`config.mk`:
```
export PLATFORM = sky130hd
export DESIGN_NAME = packed_10bit_pixel_unpacker
export DESIGN_NICKNAME = d
export VERILOG_FILES = /design/src/sv/pxu_pkg.sv /design/src/sv/packed_10bit_pixel_unpacker.sv /design/src/sv/pxu_front.sv /design/src/sv/pxu_fifo.sv /design/src/sv/pxu_back.sv
export SDC_FILE = /design/constraint.sdc
export NUM_CORES = 1
export LEC_CHECK = 0
export BUFFER_PORTS_ARGS = -buffer_cell sky130_fd_sc_hd__buf_2
export CAP_MARGIN = 20
export CORE_MARGIN = 2
export CORE_UTILIZATION = 55
export CTS_BUF_LIST = sky130_fd_sc_hd__clkbuf_2
export DETAILED_ROUTE_END_ITERATION = 12
export PLACE_DENSITY = 0.7
export SYNTH_ARGS = -nofsm -noshare
export SYNTH_HDL_FRONTEND = slang
export SYNTH_SLANG_ARGS = --single-unit
```
`constraint.sdc`:
```
create_clock -name clk_i -period 9.5 [get_ports clk_i]
set_input_delay 1.425 -clock clk_i [delete_from_list [all_inputs] [get_ports clk_i]]
set_output_delay 1.425 -clock clk_i [all_outputs]
set_load 0.01 [all_outputs]
```
`src/sv/pxu_pkg.sv`:
```
// Shared types, constants and codes for the packed 10-bit pixel unpacker.
package pxu_pkg;

  // Frame geometry limits and group layout
  localparam int unsigned MaxWidth   = 2048;
  localparam int unsigned MaxHeight  = 2048;
  localparam int unsigned GroupBytes = 5;
  localparam int unsigned RstWidth   = 640;
  localparam int unsigned RstHeight  = 480;

  // Field and datapath widths
  localparam int unsigned DimW     = 12;
  localparam int unsigned ExtraW   = 7;
  localparam int unsigned PixW     = 10;
  localparam int unsigned GrayW    = 8;
  localparam int unsigned ByteW    = 8;
  localparam int unsigned CountW   = 22;
  localparam int unsigned LimitW   = 2 * DimW;
  localparam int unsigned ExpW     = 27;
  localparam int unsigned PhaseW   = 3;
  localparam int unsigned CfgIdxW  = 2;
  localparam int unsigned CfgDataW = 12;

  localparam logic [CountW-1:0] CountMax = {CountW{1'b1}};

  // Queue between front and back
  localparam int unsigned QDepth = 4;
  localparam int unsigned QPtrW  = 2;
  localparam int unsigned QCntW  = 3;

  // Configuration register indexes
  typedef enum logic [CfgIdxW-1:0] {
    CFG_OUT_MODE     = 2'd0,
    CFG_FRAME_WIDTH  = 2'd1,
    CFG_FRAME_HEIGHT = 2'd2,
    CFG_EXTRA_ROWS   = 2'd3
  } cfg_idx_e;

  typedef enum logic {
    REQ_DATA = 1'b0,
    REQ_EOF  = 1'b1
  } req_type_e;

  typedef enum logic {
    RES_PIXEL  = 1'b0,
    RES_STATUS = 1'b1
  } res_kind_e;

  typedef enum logic {
    OP_GROUP = 1'b0,
    OP_EOF   = 1'b1
  } op_e;

  // Input item
  typedef struct packed {
    logic             req_type;
    logic [ByteW-1:0] data_byte;
  } in_t;

  // Result item
  typedef struct packed {
    logic              result_kind;
    logic [PixW-1:0]   pixel_value;
    logic [GrayW-1:0]  gray_byte;
    logic              leftover_error;
    logic              size_error;
    logic [CountW-1:0] received_pixels;
    logic              last;
  } out_t;

  // Work entry handed from front to back
  typedef struct packed {
    op_e                  op;
    logic [3:0][PixW-1:0] pixels;
    logic                 leftover;
  } qentry_t;

endpackage

```
`src/sv/packed_10bit_pixel_unpacker.sv`:
```
// Packed 10-bit pixel unpacker top level: configuration registers and unit wiring.
//
// Takes one stream byte or end-of-frame event per cycle while not stalled. Every
// fifth data byte completes a group; its four pixels leave the back end one per
// cycle while the output is not stalled, and pixels past the frame size are
// dropped. The input runs at one item per cycle without stalling while the output
// is taken. An end-of-frame event yields one status result. A four-entry queue
// between the byte assembler and the pixel emitter absorbs output stalls; the
// input stalls only when that queue is full. Results pass through that queue and
// then the output register. Configuration registers are read as each queued entry
// reaches the back end; the frame size products are registered from the dimension
// registers in the cycle after them.
module packed_10bit_pixel_unpacker (
  input  logic                            clk_i,
  input  logic                            rst_ni,
  input  logic                            in_valid_i,
  output logic                            in_stall_o,
  input  pxu_pkg::in_t                    in_data_i,
  output logic                            out_valid_o,
  input  logic                            out_stall_i,
  output pxu_pkg::out_t                   out_data_o,
  input  logic                            cfg_we_i,
  input  logic [pxu_pkg::CfgIdxW-1:0]     cfg_idx_i,
  input  logic [pxu_pkg::CfgDataW-1:0]    cfg_wdata_i
);

  logic                              out_mode_q;
  logic [pxu_pkg::DimW-1:0]          frame_width_q, frame_height_q;
  logic [pxu_pkg::ExtraW-1:0]        extra_rows_q;
  logic [pxu_pkg::DimW-1:0]          eff_w, eff_h;
  logic [pxu_pkg::DimW:0]            h_adj;
  logic [pxu_pkg::LimitW-1:0]        limit_q, limit_d;
  logic [pxu_pkg::ExpW-1:0]          expected_q, expected_d;

  logic                              push, q_full, q_valid, pop;
  pxu_pkg::qentry_t                  entry, head;

  // Configuration writes
  always_ff @(posedge clk_i or negedge rst_ni) begin
    if (!rst_ni) begin
      out_mode_q     <= 1'b0;
      frame_width_q  <= pxu_pkg::DimW'(pxu_pkg::RstWidth);
      frame_height_q <= pxu_pkg::DimW'(pxu_pkg::RstHeight);
      extra_rows_q   <= '0;
    end else if (cfg_we_i) begin
      case (cfg_idx_i)
        pxu_pkg::CFG_OUT_MODE:     out_mode_q     <= cfg_wdata_i[0];
        pxu_pkg::CFG_FRAME_WIDTH:  frame_width_q  <= cfg_wdata_i;
        pxu_pkg::CFG_FRAME_HEIGHT: frame_height_q <= cfg_wdata_i;
        pxu_pkg::CFG_EXTRA_ROWS:   extra_rows_q   <= cfg_wdata_i[pxu_pkg::ExtraW-1:0];
        default: ;
      endcase
    end
  end

  // Clamped dimensions, emit limit and expected count
  assign eff_w = (frame_width_q > pxu_pkg::DimW'(pxu_pkg::MaxWidth))
                 ? pxu_pkg::DimW'(pxu_pkg::MaxWidth) : frame_width_q;
  assign eff_h = (frame_height_q > pxu_pkg::DimW'(pxu_pkg::MaxHeight))
                 ? pxu_pkg::DimW'(pxu_pkg::MaxHeight) : frame_height_q;
  assign h_adj = {1'b0, eff_h}
               + {{(pxu_pkg::DimW + 1 - pxu_pkg::ExtraW){extra_rows_q[pxu_pkg::ExtraW-1]}},
                  extra_rows_q};
  assign limit_d = {{(pxu_pkg::LimitW - pxu_pkg::DimW){1'b0}}, eff_w}
                 * {{(pxu_pkg::LimitW - pxu_pkg::DimW){1'b0}}, eff_h};
  assign expected_d = $unsigned(
      $signed({{(pxu_pkg::ExpW - pxu_pkg::DimW){1'b0}}, eff_w})
    * $signed({{(pxu_pkg::ExpW - pxu_pkg::DimW - 1){h_adj[pxu_pkg::DimW]}}, h_adj}));

  always_ff @(posedge clk_i or negedge rst_ni) begin
    if (!rst_ni) begin
      limit_q    <= pxu_pkg::LimitW'(pxu_pkg::RstWidth * pxu_pkg::RstHeight);
      expected_q <= pxu_pkg::ExpW'(pxu_pkg::RstWidth * pxu_pkg::RstHeight);
    end else begin
      limit_q    <= limit_d;
      expected_q <= expected_d;
    end
  end

  pxu_front u_front (
    .clk_i      (clk_i),
    .rst_ni     (rst_ni),
    .in_valid_i (in_valid_i),
    .in_data_i  (in_data_i),
    .q_full_i   (q_full),
    .in_stall_o (in_stall_o),
    .push_o     (push),
    .entry_o    (entry)
  );

  pxu_fifo u_fifo (
    .clk_i   (clk_i),
    .rst_ni  (rst_ni),
    .push_i  (push),
    .entry_i (entry),
    .pop_i   (pop),
    .full_o  (q_full),
    .valid_o (q_valid),
    .head_o  (head)
  );

  pxu_back u_back (
    .clk_i       (clk_i),
    .rst_ni      (rst_ni),
    .q_valid_i   (q_valid),
    .head_i      (head),
    .pop_o       (pop),
    .out_mode_i  (out_mode_q),
    .limit_i     (limit_q),
    .expected_i  (expected_q),
    .out_stall_i (out_stall_i),
    .out_valid_o (out_valid_o),
    .out_data_o  (out_data_o)
  );

endmodule

```
`src/sv/pxu_front.sv`:
```
// Front end: accepts stream bytes, assembles five-byte groups, queues work.
module pxu_front (
  input  logic            clk_i,
  input  logic            rst_ni,
  input  logic            in_valid_i,
  input  pxu_pkg::in_t    in_data_i,
  input  logic            q_full_i,
  output logic            in_stall_o,
  output logic            push_o,
  output pxu_pkg::qentry_t entry_o
);

  logic [pxu_pkg::PhaseW-1:0]           phase_q, phase_d;
  logic [3:0][pxu_pkg::ByteW-1:0]       bytes_q;
  logic                                 accept;
  logic                                 is_eof;
  logic                                 last_byte;
  logic [pxu_pkg::ByteW-1:0]            b;

  assign in_stall_o = q_full_i;
  assign accept     = in_valid_i && !q_full_i;
  assign is_eof     = (in_data_i.req_type == pxu_pkg::REQ_EOF);
  assign last_byte  = (phase_q == pxu_pkg::PhaseW'(pxu_pkg::GroupBytes - 1));
  assign b          = in_data_i.data_byte;

  // Classify: end of frame or group completion produce queue work
  assign push_o = accept && (is_eof || last_byte);

  always_comb begin
    entry_o.op        = is_eof ? pxu_pkg::OP_EOF : pxu_pkg::OP_GROUP;
    entry_o.leftover  = (phase_q != '0);
    entry_o.pixels[0] = {bytes_q[0], bytes_q[1][7:6]};
    entry_o.pixels[1] = {bytes_q[1][5:0], bytes_q[2][7:4]};
    entry_o.pixels[2] = {bytes_q[2][3:0], bytes_q[3][7:2]};
    entry_o.pixels[3] = {bytes_q[3][1:0], b};
  end

  // Group phase
  always_comb begin
    phase_d = phase_q;
    if (accept) begin
      if (is_eof || last_byte) begin
        phase_d = '0;
      end else begin
        phase_d = phase_q + pxu_pkg::PhaseW'(1);
      end
    end
  end

  always_ff @(posedge clk_i or negedge rst_ni) begin
    if (!rst_ni) begin
      phase_q <= '0;
    end else begin
      phase_q <= phase_d;
    end
  end

  // Held group bytes, first four of each group
  always_ff @(posedge clk_i) begin
    if (accept && !is_eof && !last_byte) begin
      bytes_q[phase_q[1:0]] <= b;
    end
  end

  a_phase_range: assert property (@(posedge clk_i) disable iff (!rst_ni)
    phase_q <= pxu_pkg::PhaseW'(pxu_pkg::GroupBytes - 1))
    else $error("group phase out of range");

endmodule

```
`src/sv/pxu_fifo.sv`:
```
// Four-entry work queue between the front end and the back end.
module pxu_fifo (
  input  logic              clk_i,
  input  logic              rst_ni,
  input  logic              push_i,
  input  pxu_pkg::qentry_t  entry_i,
  input  logic              pop_i,
  output logic              full_o,
  output logic              valid_o,
  output pxu_pkg::qentry_t  head_o
);

  pxu_pkg::qentry_t              slots_q [pxu_pkg::QDepth];
  logic [pxu_pkg::QPtrW-1:0]     wr_q, rd_q;
  logic [pxu_pkg::QCntW-1:0]     cnt_q, cnt_d;

  assign full_o  = (cnt_q == pxu_pkg::QCntW'(pxu_pkg::QDepth));
  assign valid_o = (cnt_q != '0);
  assign head_o  = slots_q[rd_q];

  // Occupancy
  always_comb begin
    cnt_d = cnt_q;
    if (push_i && !pop_i) begin
      cnt_d = cnt_q + pxu_pkg::QCntW'(1);
    end else if (pop_i && !push_i) begin
      cnt_d = cnt_q - pxu_pkg::QCntW'(1);
    end
  end

  always_ff @(posedge clk_i or negedge rst_ni) begin
    if (!rst_ni) begin
      wr_q  <= '0;
      rd_q  <= '0;
      cnt_q <= '0;
    end else begin
      cnt_q <= cnt_d;
      if (push_i) begin
        wr_q <= wr_q + pxu_pkg::QPtrW'(1);
      end
      if (pop_i) begin
        rd_q <= rd_q + pxu_pkg::QPtrW'(1);
      end
    end
  end

  // Entry storage
  always_ff @(posedge clk_i) begin
    if (push_i) begin
      slots_q[wr_q] <= entry_i;
    end
  end

  a_no_overflow: assert property (@(posedge clk_i) disable iff (!rst_ni)
    push_i |-> !full_o)
    else $error("queue write while full");

  a_no_underflow: assert property (@(posedge clk_i) disable iff (!rst_ni)
    pop_i |-> valid_o)
    else $error("queue read while empty");

endmodule

```
`src/sv/pxu_back.sv`:
```
// Back end: counts pixels, emits pixel and end-of-frame results.
module pxu_back (
  input  logic                          clk_i,
  input  logic                          rst_ni,
  input  logic                          q_valid_i,
  input  pxu_pkg::qentry_t              head_i,
  output logic                          pop_o,
  input  logic                          out_mode_i,
  input  logic [pxu_pkg::LimitW-1:0]    limit_i,
  input  logic [pxu_pkg::ExpW-1:0]      expected_i,
  input  logic                          out_stall_i,
  output logic                          out_valid_o,
  output pxu_pkg::out_t                 out_data_o
);

  logic [pxu_pkg::CountW-1:0] count_q, count_d, cnt_inc;
  logic [1:0]                 idx_q, idx_d;
  logic                       out_valid_q, out_valid_d;
  pxu_pkg::out_t              out_q, out_d, res;
  logic                       adv, load, emit, more;
  logic [pxu_pkg::PixW-1:0]   px;

  assign out_valid_o = out_valid_q;
  assign out_data_o  = out_q;

  // Per-cycle step: one pixel of the head group, or one status
  always_comb begin
    adv     = !out_valid_q || !out_stall_i;
    cnt_inc = (count_q == pxu_pkg::CountMax) ? count_q
                                             : count_q + pxu_pkg::CountW'(1);
    emit    = {{(pxu_pkg::LimitW - pxu_pkg::CountW){1'b0}}, count_q} < limit_i;
    more    = {{(pxu_pkg::LimitW - pxu_pkg::CountW){1'b0}}, cnt_inc} < limit_i;
    px      = head_i.pixels[idx_q];
    count_d = count_q;
    idx_d   = idx_q;
    pop_o   = 1'b0;
    load    = 1'b0;
    res     = '0;
    if (q_valid_i && adv) begin
      if (head_i.op == pxu_pkg::OP_EOF) begin
        load                = 1'b1;
        res.result_kind     = pxu_pkg::RES_STATUS;
        res.leftover_error  = head_i.leftover;
        res.size_error      = ({{(pxu_pkg::ExpW - pxu_pkg::CountW){1'b0}}, count_q}
                               != expected_i);
        res.received_pixels = count_q;
        res.last            = 1'b1;
        count_d             = '0;
        pop_o               = 1'b1;
      end else begin
        load            = emit;
        res.result_kind = pxu_pkg::RES_PIXEL;
        if (out_mode_i) begin
          res.gray_byte = px[pxu_pkg::PixW-1:2];
        end else begin
          res.pixel_value = px;
        end
        // emitted pixels form a prefix, so last is the final one that passes
        res.last = (idx_q == 2'd3) || !more;
        count_d  = cnt_inc;
        idx_d    = idx_q + 2'd1;
        pop_o    = (idx_q == 2'd3);
      end
    end
    out_valid_d = adv ? load : out_valid_q;
    out_d       = load ? res : out_q;
  end

  always_ff @(posedge clk_i or negedge rst_ni) begin
    if (!rst_ni) begin
      count_q     <= '0;
      idx_q       <= '0;
      out_valid_q <= 1'b0;
    end else begin
      count_q     <= count_d;
      idx_q       <= idx_d;
      out_valid_q <= out_valid_d;
    end
  end

  // Output register payload
  always_ff @(posedge clk_i) begin
    out_q <= out_d;
  end

  a_mid_group: assert property (@(posedge clk_i) disable iff (!rst_ni)
    idx_q != 2'd0 |-> q_valid_i && head_i.op == pxu_pkg::OP_GROUP)
    else $error("pixel index advanced without a group at queue head");

  a_status_last: assert property (@(posedge clk_i) disable iff (!rst_ni)
    out_valid_q && out_q.result_kind == pxu_pkg::RES_STATUS |-> out_q.last)
    else $error("end-of-frame status without last");

endmodule

```
==> results of run 1 <==
## layout make-up
class | instances | share of cell area
well taps | 600 | 0.0275
diodes | 2 | 0.000183
repair buffers | 108 | 0.0236
inverters | 284 | 0.0391
multi-input cells | 1417 | 0.503
flip-flops and latches | 361 | 0.377
clock inverters | 40 | 0.00775
clock buffers | 122 | 0.0224
## cell families (layout without fill, tap and decap cells)
kind of cell             count (synthesis)  in the layout  synth area share
adder cells (fa/ha/maj)                432            432             0.275
other                                    0              2                 0
AO/OA/AOI/OAI                          226            226            0.0589
flip-flops                             361            361             0.404
buffers and inverters                  377            554            0.0571
XOR/XNOR                                96             96            0.0342
multiplexers                            89             89            0.0624
AND/OR/NAND/NOR                        574            574             0.108
## metrics by stage
| step | utilization | hold slack [ns] | instance area, sq um | instances | setup WS [ns] |
|---|---|---|---|---|---|
| 2_1_floorplan | - | 0.459 | 25400 | 2155 | 1.43 |
| 4_1_cts | 0.599 | 0.391 | 27200 | 2930 | 0.965 |
| 3_3_place_gp | 0.581 | 0.466 | 26400 | 2768 | 1.13 |
| 5_1_grt | 0.600 | 0.432 | 27300 | 2934 | 0.424 |
| 3_5_place_dp | 0.581 | 0.484 | 26400 | 2768 | 0.937 |
| 6_report | 0.600 | 0.475 | 27300 | 2934 | 0.942 |
## state kept, by name, indices dropped and copies added, names as in the netlist
signal / flops
u_back.idx_q: 2
frame_width_q: 12
u_back.out_data_o: 44
expected_q: 26
u_back.count_q: 22
u_back.out_valid_o: 1
u_fifo.cnt_q: 3
u_fifo.rd_q: 2
u_fifo.slots_q: 168
u_front.phase_q: 3
out_mode_q: 1
extra_rows_q: 7
u_front.entry_o: 32
frame_height_q: 12
limit_q: 24
u_fifo.wr_q: 2
## final timing paths
| kind | end | depth (start not counted) | startpoint |
|---|---|---|---|
| max | expected_q[25]$_DFF_PN0_ | 27 | frame_height_q[11]$_DFFE_PN0P_ |
| min | u_back.count_q[15]$_DFFE_PN0P_ | 1 | rst_ni |
| max reg2reg | expected_q[25]$_DFF_PN0_ | 27 | frame_height_q[11]$_DFFE_PN0P_ |
| min reg2reg | u_fifo.slots_q[0][29]$_DFFE_PP_ | 0 | u_front.entry_o[29]$_DFFE_PP_ |
| max in group asynchronous | u_fifo.rd_q[1]$_DFFE_PN0P_ | 2 | rst_ni |
| min in group clk_i | u_fifo.slots_q[0][29]$_DFFE_PP_ | 0 | u_front.entry_o[29]$_DFFE_PP_ |
## cells in the mapped netlist (all sizes together), types with 9 or more instances
library cell	count	area [sq um]
edfxtp	244	7330
o31ai	13	97.6
a211oi	9	67.6
xnor2	52	463
nand4	11	83.8
o21ai	46	230
dfrtp	103	2580
mux4	52	1170
buf	20	110
nand2b	19	119
inv	284	1070
fa	212	4240
o21a	14	105
dfstp	14	368
a21oi	57	285
xor2	43	384
nor2b	24	150
ha	220	2750
clkbuf	73	275
nor2	89	334
mux2	36	405
and2	66	414
and3	40	253
a21o	34	255
o21bai	9	67.6
nand3	15	75.1
nand2	260	976
nor3	13	65.1
## metal layers
layer,routed length (um),track usage
met5,0,0
met3,3750,0.0448
met2,27200,0.401
met1,24800,0.352
met4,1680,0.0833
==> metrics.yaml, run 1 <==
status: "finished, final reports clean"
path_delay_family: "adder cells"
multiInputGateArea_sq_um: 13700
hpwl_um: 41900
clock_path_buffers: 3
cts_num_sinks: 361
skew_ns: 0.0978
crit_required_ns: 10.44
cts_buffers: 90
num_rows: 78
grt_max_degree: 68
syn_to_final_growth_pct: 7.28
path_max_fanout: 15
yosysSeqAreaShare: 0.404
die_h_um: 219
finalSetupViolations: 0
yosys_warnings: 0
core_sq_um: 45500
maxCapViolations: 0
wirelength_um: 57400
seqCellArea_sq_um: 10300
path_clk_slew_ns: 0.11
antenna_found_initial: 3
synth_cell_types: 71
fmax_mhz: 117
hold_path.class: "input pin to asynchronous set/reset pin"
cts_tree: "yes"
ctsResizeCount: 0
syn_nets: 2615
fin_setup_tns_ns: 0
rsz0062_at_grt: "false"
syn_avg_cell_area_sq_um: 11.8
critPathBufInv: 5
gp_congestion: 0.903
path_class: "register to register"
end_kind: "register"
start_kind: "register"
max_stage_delay_ns: 0.64
die_w_um: 219
rrSetupSlack_ns: 0.94
final_cell_mix: "inv_1, nand2_1, edfxtp_1"
cts_setup_buffers: 0
netlist_area_sq_um: 25400
via_count: 16500
final.min_clock_period_ns: 8.56
drive_gt1_frac: 0.160
insertion_delay_ns: 1.07
ios: 74
tightest_slew_ns: 1.07
synth_flop_cell: "edfxtp_1"
drtPass1Iterations: 5
num-fill-cells: 3768
ant_nets: 0
final_net_count: 2722
remaining_drc_errors: 0
synthCells: 2155
synth-seq-cells: 361
final_max_slew_viol_count: 0
critical-path-slowest-cell: "dfrtp_1"
period_share: 0.901
start_util: 0.559
synthArstFlopShare: 0.324
grt_overflow: 0
crit_path_frequent_cell: "fa_1"
cts_root_buffer: "clkbuf_2"
grt_pass1_vias: 17100
io_buffers: 73
synth_edf_count: 244
cts_hold_buf: 0
grt_first_pass_wirelength_um: 92700
drt_iter0_drc: 1032
final_common_cell: "inv_1"
crit_arrival_ns: 9.50
finalHoldViolations: 0
groute.usage.overall: 0.251
vias_per_cell: 5.64
die_area_sq_um: 48000
relSlewSlack: 0.283
htreeDepth: 3
wl_per_cell_um: 19.6
Power of run 1 is not shown: default switching activity piles up to over one toggle a cycle in this logic, so the estimate is an artifact.
==> inputs of run 2 (changes only) <==
--- a/config.mk
+++ b/config.mk
@@ -7,3 +7,2 @@
 export LEC_CHECK = 0
-export BUFFER_PORTS_ARGS = -buffer_cell sky130_fd_sc_hd__buf_2
 export CAP_MARGIN = 20
@@ -13,3 +12,4 @@
 export DETAILED_ROUTE_END_ITERATION = 12
-export PLACE_DENSITY = 0.7
+export DONT_BUFFER_PORTS = 1
+export PLACE_DENSITY = 0.68
 export SYNTH_ARGS = -nofsm -noshare
--- a/constraint.sdc
+++ b/constraint.sdc
@@ -3,2 +3,2 @@
 set_output_delay 1.425 -clock clk_i [all_outputs]
-set_load 0.01 [all_outputs]
+set_load 0.005 [all_outputs]
==> metrics.yaml, run 2 (same netlist as run 1, synthesis figures left out) <==
groute.usage.overall: 0.262  # +0.0106
wl_per_cell_um: 20.7  # +5.8%
start_util: 0.559  # unchanged
die_h_um: 219  # unchanged
core_sq_um: 45500  # unchanged
largest_reg_flops: 168  # unchanged
regMostFlops: "u_fifo.slots_q"
hpwl_um: 43100  # +3.0%
tightest_slew_ns: 1.07  # -0.00410 ns
wirelength_um: 59400  # +3.4%
final_net_count: 2651  # -2.6%
clock_path_buffers: 3  # unchanged
final_cell_mix: "inv_1, nand2_1, edfxtp_1"
die_w_um: 219  # unchanged
crit_arrival_ns: 9.52  # +0.02 ns
relSlewSlack: 0.286  # +0.00274
num_rows: 78  # unchanged
cts_root_buffer: "clkbuf_2"
fin_setup_tns_ns: 0  # unchanged
final.min_clock_period_ns: 8.64  # +0.0851 ns
path_clk_slew_ns: 0.12  # about the same
start_kind: "register"
cts_buffers: 91  # +1.1%
fmax_mhz: 116  # -0.99%
grt_first_pass_wirelength_um: 95800  # +3.4%
remaining_drc_errors: 0  # unchanged
rsz0062_at_grt: "false"
drive_gt1_frac: 0.138  # -0.0222
path_class: "register to register"
cts_setup_buffers: 0  # unchanged
syn_to_final_growth_pct: 6.17
skew_ns: 0.101  # +0.00346 ns
finalHoldViolations: 0  # unchanged
final_max_slew_viol_count: 0  # unchanged
cts_tree: "yes"
gp_congestion: 0.937  # +3.8%
maxCapViolations: 0  # unchanged
path_max_fanout: 14  # -1
grt_max_degree: 87  # +28%
status: "finished, final reports clean"
multiInputGateArea_sq_um: 13700  # unchanged
grt_overflow: 0  # unchanged
ant_nets: 0  # unchanged
seqCellArea_sq_um: 10300  # unchanged
finalSetupViolations: 0  # unchanged
crit_required_ns: 10.38  # -0.06 ns
vias_per_cell: 5.73  # +1.7%
insertion_delay_ns: 1.09  # +0.02 ns
num-fill-cells: 3789  # +0.56%
cts_num_sinks: 361  # unchanged
via_count: 16400  # -0.60%
period_share: 0.910  # +0.00896
drtPass1Iterations: 5  # unchanged
final_common_cell: "inv_1"
io_buffers: 0  # -100%
antenna_found_initial: 1  # -2
drt_iter0_drc: 1227  # +19%
die_area_sq_um: 48000  # unchanged
ios: 74  # unchanged
end_kind: "register"
htreeDepth: 3  # unchanged
hold_path.class: "input pin to asynchronous set/reset pin"
grt_pass1_vias: 17500  # +2.3%
-- run 2: cell types whose count changed in the layout (fill, tap and decap cells not counted), moves of 2 or more --
cell           change
dlygate4sd3_1      +2
clkbuf_2          +22
clkinv_1           -7
buf_4              -3
buf_2             -72
inv_6              -2
clkinv_2           -8
-- run 2: routing by layer --
layer  wire (um)  global-route usage  share of wire
met5           0                   0              0
met2       27700               0.410           0.47
met3        3770              0.0514          0.063
met1       25900               0.364           0.44
met4        1990              0.0993          0.033
-- run 2: area by class of cell --
type,count,share of cell area
Antenna cell,1,0.0000927
Clock inverter,24,0.00584
Inverter,284,0.0395
Clock buffer,144,0.0267
Tap cell,600,0.0278
Sequential cell,361,0.381
Timing Repair Buffer,36,0.0114
Multi-Input combinational cell,1417,0.508
-- run 2: repair_timing --
item                      4_1_cts  5_1_grt
hold endpoints to repair       86        0
hold buffers                    3        0
gates resized for setup         0        0
-- run 2: per-stage QoR --
stage          instances  setup slack [ns]  utilization  instance area (sq um)  hold slack [ns]
5_1_grt             2867             0.219        0.594                  27000        -0.000127
6_report            2867             0.857        0.594                  27000            0.127
3_5_place_dp        2694             0.978        0.573                  26000            0.482
2_1_floorplan       2155              1.43            -                  25400            0.459
3_3_place_gp        2694              1.16        0.573                  26000            0.465
4_1_cts             2865             0.894        0.593                  27000        0.0000820
-- run 2: path summary, 6_finish.rpt --
path                       depth (start not counted)  slack, ns                               to                            from
setup reg to reg                                  27       0.86         expected_q[25]$_DFF_PN0_  frame_height_q[11]$_DFFE_PN0P_
setup / recovery                                  27       0.86         expected_q[25]$_DFF_PN0_  frame_height_q[11]$_DFFE_PN0P_
hold reg to reg                                    0       0.47   u_fifo.slots_q[1][4]$_DFFE_PP_    u_front.entry_o[4]$_DFFE_PP_
min in group clk_i                                 0       0.42  u_fifo.slots_q[0][41]$_DFFE_PP_                    in_data_i[8]
max in group asynchronous                          1       8.48            limit_q[11]$_DFF_PN0_                          rst_ni
hold / removal                                     0       0.13         expected_q[16]$_DFF_PN0_                          rst_ni
-- run 2: critical path, cell delays in order, from the launching register on --
cell and delay, ns:
dfrtp_1 0.53, nor2b_1 0.16, buf_4 0.21, ha_1 0.25, a21o_1 0.17, a21o_1 0.21, a2111oi_0 0.69, nor3_1 0.18
nand2b_1 0.23, xor2_1 0.54, nand2_1 0.15, fa_1 0.50, fa_1 0.54, inv_1 0.05, fa_1 0.50, fa_1 0.52
fa_1 0.55, inv_1 0.06, fa_1 0.54, inv_1 0.04, ha_1 0.35, o21a_1 0.13, o2111ai_1 0.17, a21oi_1 0.06
a211o_1 0.34, a211o_1 0.30, a221oi_2 0.23, xnor3_1 0.25
Power of run 2 is left out for the same reason.
